<file path="config.mk">
export PLATFORM = sky130hd
export DESIGN_NAME = source_byte_tokenizer_top
export DESIGN_NICKNAME = d
export VERILOG_FILES = /design/src/rtl/core/sbt_pkg.sv /design/src/rtl/core/sbt_lexer.sv /design/src/rtl/core/sbt_out_fifo.sv /design/src/rtl/core/source_byte_tokenizer_top.sv
export SDC_FILE = /design/constraint.sdc
export NUM_CORES = 1
export LEC_CHECK = 0
export ABC_CLOCK_PERIOD_IN_PS = 12890
export BUFFER_PORTS_ARGS = -buffer_cell sky130_fd_sc_hd__buf_2
export CORE_MARGIN = 4
export CORE_UTILIZATION = 25
export CTS_CLUSTER_DIAMETER = 200
export CTS_CLUSTER_SIZE = 25
export DETAILED_ROUTE_END_ITERATION = 8
export PLACE_DENSITY = 0.45
export SETUP_SLACK_MARGIN = 0.1
export SLEW_MARGIN = 0
export SYNTH_ARGS = -nofsm -noshare
export SYNTH_HDL_FRONTEND = slang
export SYNTH_HIERARCHICAL = 1
export SYNTH_SLANG_ARGS = --single-unit
export TNS_END_PERCENT = 50
</file>
<file path="constraint.sdc">
create_clock -name clk_i -period 12.89 [get_ports clk_i]
set_input_delay 1.289 -clock clk_i [delete_from_list [all_inputs] [get_ports clk_i]]
set_output_delay 1.289 -clock clk_i [all_outputs]
set_load 0.01 [all_outputs]
</file>
<file path="src/rtl/core/sbt_pkg.sv">
// shared types, token kind codes and character classes for the source byte tokenizer
package sbt_pkg;

  localparam int unsigned PositionBitsDefault = 32;
  localparam int unsigned DepthBitsDefault    = 16;
  localparam int unsigned KeywordBytesDefault = 14;
  localparam int unsigned KwCount             = 30;
  localparam int unsigned KwMaxLen            = 14;

  localparam logic [6:0] K_EOF      = 7'd0;
  localparam logic [6:0] K_INVALID  = 7'd1;
  localparam logic [6:0] K_SPACE    = 7'd2;
  localparam logic [6:0] K_NEWLINE  = 7'd3;
  localparam logic [6:0] K_LINE     = 7'd4;
  localparam logic [6:0] K_BLOCK    = 7'd5;
  localparam logic [6:0] K_IDENT    = 7'd6;
  localparam logic [6:0] K_INT      = 7'd7;
  localparam logic [6:0] K_STRING   = 7'd8;
  localparam logic [6:0] K_KEY0     = 7'd9;
  localparam logic [6:0] K_LPAREN   = 7'd39;
  localparam logic [6:0] K_RPAREN   = 7'd40;
  localparam logic [6:0] K_LBRACE   = 7'd41;
  localparam logic [6:0] K_RBRACE   = 7'd42;
  localparam logic [6:0] K_LBRACK   = 7'd43;
  localparam logic [6:0] K_RBRACK   = 7'd44;
  localparam logic [6:0] K_LT       = 7'd45;
  localparam logic [6:0] K_GT       = 7'd46;
  localparam logic [6:0] K_LE       = 7'd47;
  localparam logic [6:0] K_GE       = 7'd48;
  localparam logic [6:0] K_ASSIGN   = 7'd49;
  localparam logic [6:0] K_EQ       = 7'd50;
  localparam logic [6:0] K_BANG     = 7'd51;
  localparam logic [6:0] K_NE       = 7'd52;
  localparam logic [6:0] K_PLUS     = 7'd53;
  localparam logic [6:0] K_MINUS    = 7'd54;
  localparam logic [6:0] K_STAR     = 7'd55;
  localparam logic [6:0] K_SLASH    = 7'd56;
  localparam logic [6:0] K_PERCENT  = 7'd57;
  localparam logic [6:0] K_ANDAND   = 7'd58;
  localparam logic [6:0] K_OROR     = 7'd59;
  localparam logic [6:0] K_DOT      = 7'd60;
  localparam logic [6:0] K_COMMA    = 7'd61;
  localparam logic [6:0] K_COLON    = 7'd62;
  localparam logic [6:0] K_AT       = 7'd63;
  localparam logic [6:0] K_QUEST    = 7'd64;
  localparam logic [6:0] K_ARROW    = 7'd65;
  localparam logic [6:0] K_FATARROW = 7'd66;

  localparam logic [1:0] E_NONE     = 2'd0;
  localparam logic [1:0] E_INVALID  = 2'd1;
  localparam logic [1:0] E_STRING   = 2'd2;
  localparam logic [1:0] E_BLOCK    = 2'd3;

  localparam logic [7:0] CH_TAB     = 8'h09;
  localparam logic [7:0] CH_LF      = 8'h0A;
  localparam logic [7:0] CH_CR      = 8'h0D;
  localparam logic [7:0] CH_SPACE   = 8'h20;
  localparam logic [7:0] CH_QUOTE   = 8'h22;
  localparam logic [7:0] CH_BSLASH  = 8'h5C;
  localparam logic [7:0] CH_UNDER   = 8'h5F;
  localparam logic [7:0] CH_SLASH   = 8'h2F;
  localparam logic [7:0] CH_STAR    = 8'h2A;
  localparam logic [7:0] CH_NONE    = 8'h00;

  typedef enum logic [3:0] {
    LEX_IDLE, LEX_SPACE, LEX_CR, LEX_IDENT, LEX_INT,
    LEX_STRING, LEX_SLASH, LEX_LINE, LEX_BLOCK, LEX_OP
  } lex_mode_e;

  typedef struct packed {
    logic [7:0] data_byte;
    logic       end_of_source;
  } in_word_t;

  typedef struct packed {
    logic [6:0]  token_kind;
    logic [31:0] span_start;
    logic [31:0] span_end;
    logic [1:0]  error_code;
    logic        last_of_run;
  } tok_word_t;

  function automatic logic is_alpha(input logic [7:0] b);
    return (b >= "a" && b <= "z") || (b >= "A" && b <= "Z");
  endfunction

  function automatic logic is_digit(input logic [7:0] b);
    return b >= "0" && b <= "9";
  endfunction

  function automatic logic [111:0] kw_text(input int unsigned k);
    logic [111:0] t;
    unique case (k)
      0: t = "module";        1: t = "edition";       2: t = "use";
      3: t = "public";        4: t = "private";       5: t = "record";
      6: t = "enum";          7: t = "type";          8: t = "distinct";
      9: t = "refined";       10: t = "where";        11: t = "open";
      12: t = "capability";   13: t = "trait";        14: t = "implementation";
      15: t = "for";          16: t = "function";     17: t = "effects";
      18: t = "requires";     19: t = "ensures";      20: t = "pure";
      21: t = "let";          22: t = "return";       23: t = "if";
      24: t = "else";         25: t = "match";        26: t = "handle";
      27: t = "with";         28: t = "true";         29: t = "false";
      default: t = '0;
    endcase
    return t;
  endfunction

  function automatic logic [4:0] kw_len(input int unsigned k);
    logic [4:0] n;
    unique case (k)
      0: n = 5'd6;   1: n = 5'd7;   2: n = 5'd3;   3: n = 5'd6;   4: n = 5'd7;
      5: n = 5'd6;   6: n = 5'd4;   7: n = 5'd4;   8: n = 5'd8;   9: n = 5'd7;
      10: n = 5'd5;  11: n = 5'd4;  12: n = 5'd10; 13: n = 5'd5;  14: n = 5'd14;
      15: n = 5'd3;  16: n = 5'd8;  17: n = 5'd7;  18: n = 5'd8;  19: n = 5'd7;
      20: n = 5'd4;  21: n = 5'd3;  22: n = 5'd6;  23: n = 5'd2;  24: n = 5'd4;
      25: n = 5'd5;  26: n = 5'd6;  27: n = 5'd4;  28: n = 5'd4;  29: n = 5'd5;
      default: n = 5'd0;
    endcase
    return n;
  endfunction

  // all keywords are compared in parallel against the buffered word
  function automatic logic [6:0] kw_kind(input logic [KwMaxLen-1:0][7:0] w,
                                         input logic [4:0] len);
    logic [6:0]   kind;
    logic         hit;
    logic [111:0] t;
    logic [4:0]   n;
    int           sel;
    kind = K_IDENT;
    for (int k = 0; k < KwCount; k++) begin
      t   = kw_text(k);
      n   = kw_len(k);
      hit = (n == len);
      for (int i = 0; i < KwMaxLen; i++) begin
        if (i < int'(n)) begin
          sel = (int'(n) - 1 - i) * 8;
          if (w[i] != t[sel +: 8]) hit = 1'b0;
        end
      end
      if (hit) kind = K_KEY0 + 7'(k);
    end
    return kind;
  endfunction

  function automatic logic [6:0] single_kind(input logic [7:0] b);
    logic [6:0] k;
    unique case (b)
      "(": k = K_LPAREN;   ")": k = K_RPAREN;  "{": k = K_LBRACE;
      "}": k = K_RBRACE;   "[": k = K_LBRACK;  "]": k = K_RBRACK;
      "+": k = K_PLUS;     "*": k = K_STAR;    "%": k = K_PERCENT;
      ".": k = K_DOT;      ",": k = K_COMMA;   ":": k = K_COLON;
      "@": k = K_AT;       "?": k = K_QUEST;
      default: k = K_EOF;
    endcase
    return k;
  endfunction

  function automatic logic is_op_lead(input logic [7:0] b);
    return b == "-" || b == "=" || b == "!" || b == "<" || b == ">" || b == "&" || b == "|";
  endfunction

  function automatic logic [6:0] op_alone(input logic [7:0] p);
    logic [6:0] k;
    unique case (p)
      "-": k = K_MINUS;  "=": k = K_ASSIGN;  "!": k = K_BANG;
      "<": k = K_LT;     ">": k = K_GT;
      default: k = K_INVALID;
    endcase
    return k;
  endfunction

  function automatic logic [6:0] op_pair(input logic [7:0] p, input logic [7:0] b);
    logic [6:0] k;
    k = K_EOF;
    if (p == "-" && b == ">") k = K_ARROW;
    if (p == "=" && b == "=") k = K_EQ;
    if (p == "=" && b == ">") k = K_FATARROW;
    if (p == "!" && b == "=") k = K_NE;
    if (p == "<" && b == "=") k = K_LE;
    if (p == ">" && b == "=") k = K_GE;
    if (p == "&" && b == "&") k = K_ANDAND;
    if (p == "|" && b == "|") k = K_OROR;
    return k;
  endfunction

endpackage

</file>
<file path="src/rtl/core/sbt_lexer.sv">
// lexer state registers and the combinational next-state and token logic
module sbt_lexer #(
  parameter int unsigned POSITION_BITS = sbt_pkg::PositionBitsDefault,
  parameter int unsigned DEPTH_BITS    = sbt_pkg::DepthBitsDefault,
  parameter int unsigned KEYWORD_BYTES = sbt_pkg::KeywordBytesDefault
) (
  input  logic              clk_i,
  input  logic              rst_ni,
  input  logic              step_i,
  input  sbt_pkg::in_word_t item_i,
  output logic [1:0]        tok_count_o,
  output sbt_pkg::tok_word_t tok0_o,
  output sbt_pkg::tok_word_t tok1_o
);
  import sbt_pkg::*;

  localparam int unsigned PB = POSITION_BITS;
  localparam int unsigned DB = DEPTH_BITS;
  localparam int unsigned LW = $clog2(KEYWORD_BYTES + 1);
  localparam int unsigned IW = $clog2(KEYWORD_BYTES);

  lex_mode_e          mode_q, mode_d;
  logic [PB-1:0]      pos_q, pos_d, start_q, start_d;
  logic [7:0]         pend_q, pend_d;
  logic [DB-1:0]      depth_q, depth_d;
  logic [7:0]         wbuf_q [KEYWORD_BYTES];
  logic [LW-1:0]      wlen_q, wlen_d;
  logic               long_q, long_d, esc_q, esc_d;

  logic               wr_en;
  logic [IW-1:0]      wr_idx;
  logic [KwMaxLen-1:0][7:0] w14;
  logic [6:0]         wk, pk, ka, sk;
  logic [7:0]         b;
  logic [PB-1:0]      nxt, s1;
  logic               do_start;
  logic               a_v, b_v;
  logic [6:0]         a_kind, b_kind;
  logic [PB-1:0]      a_s, a_e, b_s, b_e;
  logic [1:0]         a_err, b_err;
  tok_word_t          ta, tb;

  always_comb begin
    for (int i = 0; i < KwMaxLen; i++) w14[i] = wbuf_q[i];
  end

  assign wk  = long_q ? K_IDENT : kw_kind(w14, 5'(wlen_q));
  assign b   = item_i.data_byte;
  assign nxt = pos_q + 1'b1;
  assign s1  = start_q + 1'b1;
  assign pk  = op_pair(pend_q, b);
  assign ka  = op_alone(pend_q);
  assign sk  = single_kind(b);

  always_comb begin
    mode_d = mode_q; pos_d = pos_q; start_d = start_q; pend_d = pend_q;
    depth_d = depth_q; wlen_d = wlen_q; long_d = long_q; esc_d = esc_q;
    wr_en = 1'b0; wr_idx = wlen_q[IW-1:0];
    do_start = 1'b0;
    a_v = 1'b0; a_kind = K_EOF; a_s = start_q; a_e = pos_q; a_err = E_NONE;
    b_v = 1'b0; b_kind = K_EOF; b_s = pos_q;   b_e = nxt;   b_err = E_NONE;

    if (step_i && item_i.end_of_source) begin
      // flush the open token, then eof, then back to the reset state
      a_v = 1'b1;
      unique case (mode_q)
        LEX_SPACE:  a_kind = K_SPACE;
        LEX_CR:     a_kind = K_NEWLINE;
        LEX_IDENT:  a_kind = wk;
        LEX_INT:    a_kind = K_INT;
        LEX_STRING: begin a_kind = K_STRING; a_err = E_STRING; end
        LEX_SLASH:  a_kind = K_SLASH;
        LEX_LINE:   a_kind = K_LINE;
        LEX_BLOCK:  begin a_kind = K_BLOCK; a_err = E_BLOCK; end
        LEX_OP: begin
          a_kind = ka;
          a_err  = (ka == K_INVALID) ? E_INVALID : E_NONE;
        end
        default:    a_v = 1'b0;
      endcase
      b_v = 1'b1; b_kind = K_EOF; b_s = pos_q; b_e = pos_q;
      mode_d = LEX_IDLE; pos_d = '0; start_d = '0; pend_d = CH_NONE;
      depth_d = '0; wlen_d = '0; long_d = 1'b0; esc_d = 1'b0;
    end else if (step_i) begin
      pos_d = nxt;
      unique case (mode_q)
        LEX_SPACE: begin
          if (!(b == CH_SPACE || b == CH_TAB)) begin
            a_v = 1'b1; a_kind = K_SPACE; do_start = 1'b1;
          end
        end
        LEX_CR: begin
          a_v = 1'b1; a_kind = K_NEWLINE;
          if (b == CH_LF) begin
            a_e = nxt; mode_d = LEX_IDLE;
          end else begin
            do_start = 1'b1;
          end
        end
        LEX_IDENT: begin
          if (b == CH_UNDER || is_alpha(b) || is_digit(b)) begin
            if (32'(wlen_q) < KEYWORD_BYTES) begin
              wr_en = 1'b1; wlen_d = wlen_q + 1'b1;
            end else begin
              long_d = 1'b1;
            end
          end else begin
            a_v = 1'b1; a_kind = wk; do_start = 1'b1;
          end
        end
        LEX_INT: begin
          if (!(is_digit(b) || b == CH_UNDER)) begin
            a_v = 1'b1; a_kind = K_INT; do_start = 1'b1;
          end
        end
        LEX_STRING: begin
          if (esc_q) begin
            esc_d = 1'b0;
          end else if (b == CH_QUOTE) begin
            a_v = 1'b1; a_kind = K_STRING; a_e = nxt; mode_d = LEX_IDLE;
          end else if (b == CH_LF || b == CH_CR) begin
            a_v = 1'b1; a_kind = K_STRING; a_err = E_STRING; do_start = 1'b1;
          end else if (b == CH_BSLASH) begin
            esc_d = 1'b1;
          end
        end
        LEX_SLASH: begin
          if (b == CH_SLASH) begin
            mode_d = LEX_LINE;
          end else if (b == CH_STAR) begin
            mode_d = LEX_BLOCK; depth_d = DB'(1); pend_d = CH_NONE;
          end else begin
            a_v = 1'b1; a_kind = K_SLASH; a_e = s1; do_start = 1'b1;
          end
        end
        LEX_LINE: begin
          if (b == CH_LF || b == CH_CR) begin
            a_v = 1'b1; a_kind = K_LINE; do_start = 1'b1;
          end
        end
        LEX_BLOCK: begin
          if (pend_q == CH_SLASH && b == CH_STAR) begin
            if (depth_q != '1) depth_d = depth_q + 1'b1;
            pend_d = CH_NONE;
          end else if (pend_q == CH_STAR && b == CH_SLASH) begin
            pend_d = CH_NONE;
            // closing pair: the comment ends once depth reaches zero
            if (depth_q <= DB'(1)) begin
              depth_d = '0;
              a_v = 1'b1; a_kind = K_BLOCK; a_e = nxt; mode_d = LEX_IDLE;
            end else begin
              depth_d = depth_q - 1'b1;
            end
          end else begin
            pend_d = (b == CH_SLASH || b == CH_STAR) ? b : CH_NONE;
          end
        end
        LEX_OP: begin
          a_v = 1'b1;
          if (pk != K_EOF) begin
            a_kind = pk; a_e = nxt; mode_d = LEX_IDLE;
          end else begin
            a_kind = ka; a_e = s1;
            a_err = (ka == K_INVALID) ? E_INVALID : E_NONE;
            do_start = 1'b1;
          end
        end
        default: do_start = 1'b1;
      endcase

      if (do_start) begin
        start_d = pos_q;
        mode_d  = LEX_IDLE;
        priority if (b == CH_SPACE || b == CH_TAB) begin
          mode_d = LEX_SPACE;
        end else if (b == CH_LF) begin
          b_v = 1'b1; b_kind = K_NEWLINE;
        end else if (b == CH_CR) begin
          mode_d = LEX_CR;
        end else if (b == CH_UNDER || is_alpha(b)) begin
          mode_d = LEX_IDENT; wr_en = 1'b1; wr_idx = '0;
          wlen_d = LW'(1); long_d = 1'b0;
        end else if (is_digit(b)) begin
          mode_d = LEX_INT;
        end else if (b == CH_QUOTE) begin
          mode_d = LEX_STRING; esc_d = 1'b0;
        end else if (b == CH_SLASH) begin
          mode_d = LEX_SLASH;
        end else if (sk != K_EOF) begin
          b_v = 1'b1; b_kind = sk;
        end else if (is_op_lead(b)) begin
          mode_d = LEX_OP; pend_d = b;
        end else begin
          b_v = 1'b1; b_kind = K_INVALID; b_err = E_INVALID;
        end
      end
    end
  end

  // offsets leave on 32 bits whatever the counter width
  always_comb begin
    logic [PB+31:0] xs, xe, ys, ye;
    xs = {32'd0, a_s}; xe = {32'd0, a_e}; ys = {32'd0, b_s}; ye = {32'd0, b_e};
    ta = '{token_kind: a_kind, span_start: xs[31:0], span_end: xe[31:0],
           error_code: a_err, last_of_run: !b_v};
    tb = '{token_kind: b_kind, span_start: ys[31:0], span_end: ye[31:0],
           error_code: b_err, last_of_run: 1'b1};
  end

  assign tok0_o      = a_v ? ta : tb;
  assign tok1_o      = tb;
  assign tok_count_o = {1'b0, a_v} + {1'b0, b_v};

  always_ff @(posedge clk_i or negedge rst_ni) begin
    if (!rst_ni) begin
      mode_q <= LEX_IDLE; pos_q <= '0; start_q <= '0; pend_q <= CH_NONE;
      depth_q <= '0; wlen_q <= '0; long_q <= 1'b0; esc_q <= 1'b0;
    end else begin
      mode_q <= mode_d; pos_q <= pos_d; start_q <= start_d; pend_q <= pend_d;
      depth_q <= depth_d; wlen_q <= wlen_d; long_q <= long_d; esc_q <= esc_d;
    end
  end

  always_ff @(posedge clk_i) begin
    if (wr_en) wbuf_q[wr_idx] <= b;
  end

endmodule

</file>
<file path="src/rtl/core/sbt_out_fifo.sv">
// four-entry result queue taking up to two words a cycle
module sbt_out_fifo (
  input  logic               clk_i,
  input  logic               rst_ni,
  input  logic [1:0]         push_n_i,
  input  sbt_pkg::tok_word_t push0_i,
  input  sbt_pkg::tok_word_t push1_i,
  input  logic               pop_i,
  output logic               room_o,
  output logic [2:0]         count_o,
  output logic               valid_o,
  output sbt_pkg::tok_word_t head_o
);
  import sbt_pkg::*;

  tok_word_t  ent_q [4];
  logic [1:0] rd_q, rd_d, wr_q, wr_d;
  logic [2:0] cnt_q, cnt_d;
  logic       pop;

  assign pop     = pop_i && (cnt_q != 3'd0);
  assign rd_d    = rd_q + {1'b0, pop};
  assign wr_d    = wr_q + push_n_i;
  assign cnt_d   = cnt_q + {1'b0, push_n_i} - {2'b0, pop};
  assign room_o  = cnt_q <= 3'd2;
  assign count_o = cnt_q;
  assign valid_o = cnt_q != 3'd0;
  assign head_o  = ent_q[rd_q];

  always_ff @(posedge clk_i or negedge rst_ni) begin
    if (!rst_ni) begin
      rd_q <= '0; wr_q <= '0; cnt_q <= '0;
    end else begin
      rd_q <= rd_d; wr_q <= wr_d; cnt_q <= cnt_d;
    end
  end

  always_ff @(posedge clk_i) begin
    if (push_n_i != 2'd0) ent_q[wr_q] <= push0_i;
    if (push_n_i == 2'd2) ent_q[wr_q + 2'd1] <= push1_i;
  end

endmodule

</file>
<file path="src/rtl/core/source_byte_tokenizer_top.sv">
// top level of the source byte tokenizer: input register, lexer, result queue
//
//  channel | direction | handshake         | word
//  --------+-----------+-------------------+------------------------------------
//  in      | sink      | valid_i / stall_o | in_word_t  {data_byte, end_of_source}
//  out     | source    | valid_o / stall_i | tok_word_t {kind, spans, error, last}
//
// one input word per cycle while the result queue has room for two tokens
// each word is held in the input register until the queue has room, the lexer works on
// it combinationally there and its tokens are registered into the result queue
// a word that ends one token and gives a one-byte token or eof pushes two results;
// with the output side stalled the queue passes two entries and stall_o rises
// reset clears lexer state, offsets, queue pointers and the input valid flag

module source_byte_tokenizer_top #(
  parameter int unsigned POSITION_BITS = sbt_pkg::PositionBitsDefault,
  parameter int unsigned DEPTH_BITS    = sbt_pkg::DepthBitsDefault,
  parameter int unsigned KEYWORD_BYTES = sbt_pkg::KeywordBytesDefault
) (
  input  logic               clk_i,
  input  logic               rst_ni,
  input  logic               valid_i,
  output logic               stall_o,
  input  sbt_pkg::in_word_t  data_i,
  output logic               valid_o,
  input  logic               stall_i,
  output sbt_pkg::tok_word_t data_o
);
  import sbt_pkg::*;

  // input register
  logic      in_v_q, in_v_d;
  in_word_t  in_q;
  logic      accept;
  logic      step;

  // lexer results
  logic [1:0] tok_n;
  tok_word_t  tok0, tok1;

  // queue status
  logic       room;
  logic [2:0] count;

  // the lexer fires when it holds a word and the queue can take two more
  assign step    = in_v_q && room;
  assign stall_o = in_v_q && !room;
  assign accept  = valid_i && !stall_o;
  assign in_v_d  = accept || (in_v_q && !step);

  always_ff @(posedge clk_i or negedge rst_ni) begin
    if (!rst_ni) begin
      in_v_q <= 1'b0;
    end else begin
      in_v_q <= in_v_d;
    end
  end

  always_ff @(posedge clk_i) begin
    if (accept) in_q <= data_i;
  end

  sbt_lexer #(
    .POSITION_BITS (POSITION_BITS),
    .DEPTH_BITS    (DEPTH_BITS),
    .KEYWORD_BYTES (KEYWORD_BYTES)
  ) u_lexer (
    .clk_i       (clk_i),
    .rst_ni      (rst_ni),
    .step_i      (step),
    .item_i      (in_q),
    .tok_count_o (tok_n),
    .tok0_o      (tok0),
    .tok1_o      (tok1)
  );

  sbt_out_fifo u_out_fifo (
    .clk_i    (clk_i),
    .rst_ni   (rst_ni),
    .push_n_i (tok_n),
    .push0_i  (tok0),
    .push1_i  (tok1),
    .pop_i    (!stall_i),
    .room_o   (room),
    .count_o  (count),
    .valid_o  (valid_o),
    .head_o   (data_o)
  );

  // queue never holds more than its four entries
  a_queue_bound: assert property (@(posedge clk_i) disable iff (!rst_ni)
    count <= 3'd4) else $error("result queue overflow");

  // the lexer only produces tokens on a step
  a_no_stray_tokens: assert property (@(posedge clk_i) disable iff (!rst_ni)
    !step |-> tok_n == 2'd0) else $error("tokens without a step");

  // an end word always leaves at least the eof token queued
  a_eof_queued: assert property (@(posedge clk_i) disable iff (!rst_ni)
    step && in_q.end_of_source |=> count != 3'd0) else $error("eof token lost");

  // the end word yields a final eof result
  a_eof_pushed: assert property (@(posedge clk_i) disable iff (!rst_ni)
    step && in_q.end_of_source |-> tok_n != 2'd0) else $error("end word gave nothing");

endmodule

</file>
==> out/metrics.yaml <==
power_density_nw_per_um2: 161
core_um2: 126000
io_pins: 89
report.final.slew_viol_count: 0
cts.clk_slew.worst_paths_ns: 0.11
worst_slew_pin_slew_ns: 1.22
status: "finished clean"
crit_chain: "buf_4 -> or3b_2 -> a2111oi_2 -> or4_1 -> nand4_1 -> or4_4 -> nand2b_1 -> nor2b_1 -> o21a_1 -> ha_1 -> and4bb_4 -> o21bai_4 -> buf_4"
holdBufCountCts: 0
slowest_delay_ns: 0.80
rows: 130
nNetsFinal: 2713
finClkSkew_ns: 0.0651
synthesis.nets: 2738
drv_cap: 0
setup_viol: 0
p_seq_share_pct: 44.1
track_usage_pct: 15.6
io_buffers: 88
synth_seq_cells: 523
vias: 23000
cts_tree: "built"
area_growth_pct: 8.89
p_sw_share_pct: 38.2
final-seq-area_um2: 15200
power_switching_uw: 2110
fin_tns_setup_ns: 0
h-tree-depth: 1
antenna_found_initial: 2
wl_um: 107000
hold_start: "u_lexer/depth_q[6]$_DFFE_PN0P_"
worstPathMaxFanout: 52
fmax_mhz: 155
r2r_end: "u_out_fifo/ent_q[2][40]$_DFFE_PP_"
avgSynthCellArea_um2: 11.7
path_class: "flop to flop"
dr.first_iter.drc_count: 2084
layout-drive-gt1-share_pct: 21.4
hold_viol: 0
yosys_warnings: 6
crit_end: "u_out_fifo/ent_q[2][40]$_DFFE_PP_"
layout_common_cells: "417 x edfxtp_1, 245 x nand2_1, 165 x mux2_2"
root_buffer: "clkbuf_16"
p_leak_uw: 0.0115
ys_async_sr_fraction_pct: 20.3
startpoint_type: "flop"
finalCritPeriodShare_pct: 50.0
critPathLaunch: "in_q[1]$_DFFE_PP_"
synthTopCellsByArea: "edfxtp_1 40%, dfrtp_1 8.4%, mux2_2 5.9%"
max-vdd-ir-drop_uv: 113
reg2reg_from: "in_q[1]$_DFFE_PP_"
period_needed_ns: 6.44
initial_utilization_pct: 25.1
post_drt_wl_per_cell_um: 24.6
clkPwrFrac_pct: 17.6
p_comb_share_pct: 38.2
synthFlopType: "edfxtp_1"
clk_latency_ns: 0.65
final_antenna_net_count: 0
cp_common_cell: "buf_4"
dpl-instance-area_um2: 33600
worstSetupEndpointType: "flop"
first_pass_iters: 5
hold_path_class: "flop to flop"
syn_area_um2: 31600
grt_pass1_vias: 22600
final_cell_area_um2: 34400
n_fill_cell: 13100
routabilityCongestion: 0.950
hpwl_um: 72000
die_h_um: 363
synthDistinctLibCells: 96
grt_start_max_net_pins: 59
grt_overflow: 0
layout_commonest_cell: "edfxtp_1"
cts_buffers: 25
rrSetupSlack_ns: 6.45
cts_sinks: 523
drc: 0
cts_resized: 0
die-area_um2: 132000
cp.required_ns: 13.16
syn_inst: 2708
max_slew_margin_pct: 17.5
yosys.area.top_type_share_pct: 39.7
ys_seq_area_share_pct: 48.1
die_w_um: 363
grt_pass1_wl_um: 158000
synth_area_leader_cell: "edfxtp_1"
cellInternalPower_uw: 3410
rsz0062_at_grt: "false"
cts_setup_buffers: 0
cp.arrival_ns: 6.71
synth_edf_count: 417
crit_slowest_cell: "and4bb_4"
viasPerCell: 5.29
clockBufferDepth: 3
r2r_cells: 13
multi_input_area_um2: 15300
## cell families (layout without fill, tap and decap cells)
family | Yosys count | after routing | share of synthesized area, %
simple gates | 1013 | 1013 | 17.7
flops | 523 | 523 | 48.1
compound gates | 454 | 454 | 10.0
mux | 383 | 383 | 17.6
buf+inv | 239 | 233 | 3.75
xor+xnor | 77 | 77 | 2.14
fa+ha+maj | 17 | 17 | 0.698
other cells | 2 | 3 | 0.0238
## flip-flops by register name, summed over array words and instances (netlist names), 3 cells and up
signal and flops:
u_out_fifo/count_o 3, u_lexer/a_s 32, u_lexer/b_s 32, u_lexer/pend_q 8, u_out_fifo/ent_q 296, u_lexer/wlen_q 4
u_lexer/depth_q 16, in_q 9, u_lexer/mode_q 4, u_lexer/wbuf_q 112
## how the worst min path moves through the flow
stage	slack [ns]	cells after the start	to
global placement	0.51	1	u_lexer/a_s[23]$_DFFE_PN0P_
floorplan	0.47	1	u_lexer/depth_q[15]$_DFFE_PN0P_
detailed placement	0.51	1	u_lexer/depth_q[6]$_DFFE_PN0P_
CTS	0.53	1	u_lexer/depth_q[6]$_DFFE_PN0P_
global route	0.55	1	u_lexer/depth_q[6]$_DFFE_PN0P_
finish	0.53	1	u_lexer/depth_q[6]$_DFFE_PN0P_
## power by group through the flow
| stage | Combinational [uW] | Sequential, uW | Clock [uW] |
|---|---|---|---|
| floorplan | 1390 | 2390 | 0 |
| global placement | 2160 | 2480 | 0 |
| detailed placement | 2160 | 2480 | 0 |
| CTS | 2160 | 2440 | 1020 |
| global route | 2280 | 2480 | 1070 |
| finish | 2110 | 2440 | 973 |
## layout make-up
cell class                      instances  share of cell area, %
Multi-Input combinational cell       1946                   44.5
Sequential cell                       523                   44.2
Tap cell                             1650                   6.01
Timing Repair Buffer                  151                   2.67
Clock buffer                           44                   2.09
Inverter                               36                  0.393
Clock inverter                          2                  0.146
Antenna cell                            1                0.00728
## cell usage after synthesis, drive strengths merged (8+ instances only)
cell / n
or2: 8
nor4bb: 29
mux2: 298
dfrtp: 106
nor4b: 21
o311ai: 9
o22ai: 13
nor3: 78
a21o: 14
o21ai: 108
nor2: 164
edfxtp: 417
xnor2: 47
a211oi: 12
nor4: 61
a31oi: 25
and3: 24
or4: 12
buf: 79
mux4: 74
nand2: 245
a311oi: 9
and4: 17
nand4: 68
and2: 29
nand3: 100
nand4b: 17
nand2b: 35
ha: 16
and4b: 13
clkbuf: 124
o2bb2ai: 18
mux2i: 11
xor2: 30
nor2b: 33
o211ai: 12
or3: 18
a22o: 46
nand3b: 11
o32ai: 8
inv: 36
a21oi: 75
o31ai: 28
## per-stage QoR
| step | utilization, % | hold slack (ns) | instances | power (uW) | setup WS (ns) |
|---|---|---|---|---|---|
| global route | 27.4 | 0.555 | 4352 | 5820 | 6.22 |
| detailed placement | 26.8 | 0.513 | 4306 | 4640 | 6.43 |
| finish | 27.4 | 0.527 | 4353 | 5520 | 6.45 |
| CTS | 27.4 | 0.532 | 4352 | 5630 | 6.51 |
| global placement | 26.8 | 0.512 | 4306 | 4640 | 6.48 |
| floorplan | - | 0.470 | 2708 | 3780 | 3.71 |
## per-layer routing
layer  GRT usage [%]  wire length (um)  up-vias
met3            1.50              5470      115
met2            25.7             49700      747
met5               0                 0        -
met1            22.6             49700    11700
li1                -                 -    10400
met4            2.96              2160        0
## critical path: cells and delay by family (launching register included)
| kind | cells | cell delay (ns) |
|---|---|---|
| DFF | 1 | 0.37 |
| and+or+nand+nor | 7 | 2.80 |
| buffers and inverters | 2 | 1.04 |
| AOI/OAI and AO/OA | 3 | 1.31 |
| adders and majority gates | 1 | 0.41 |
No activity file was read; power rests on OpenSTA's default activity.
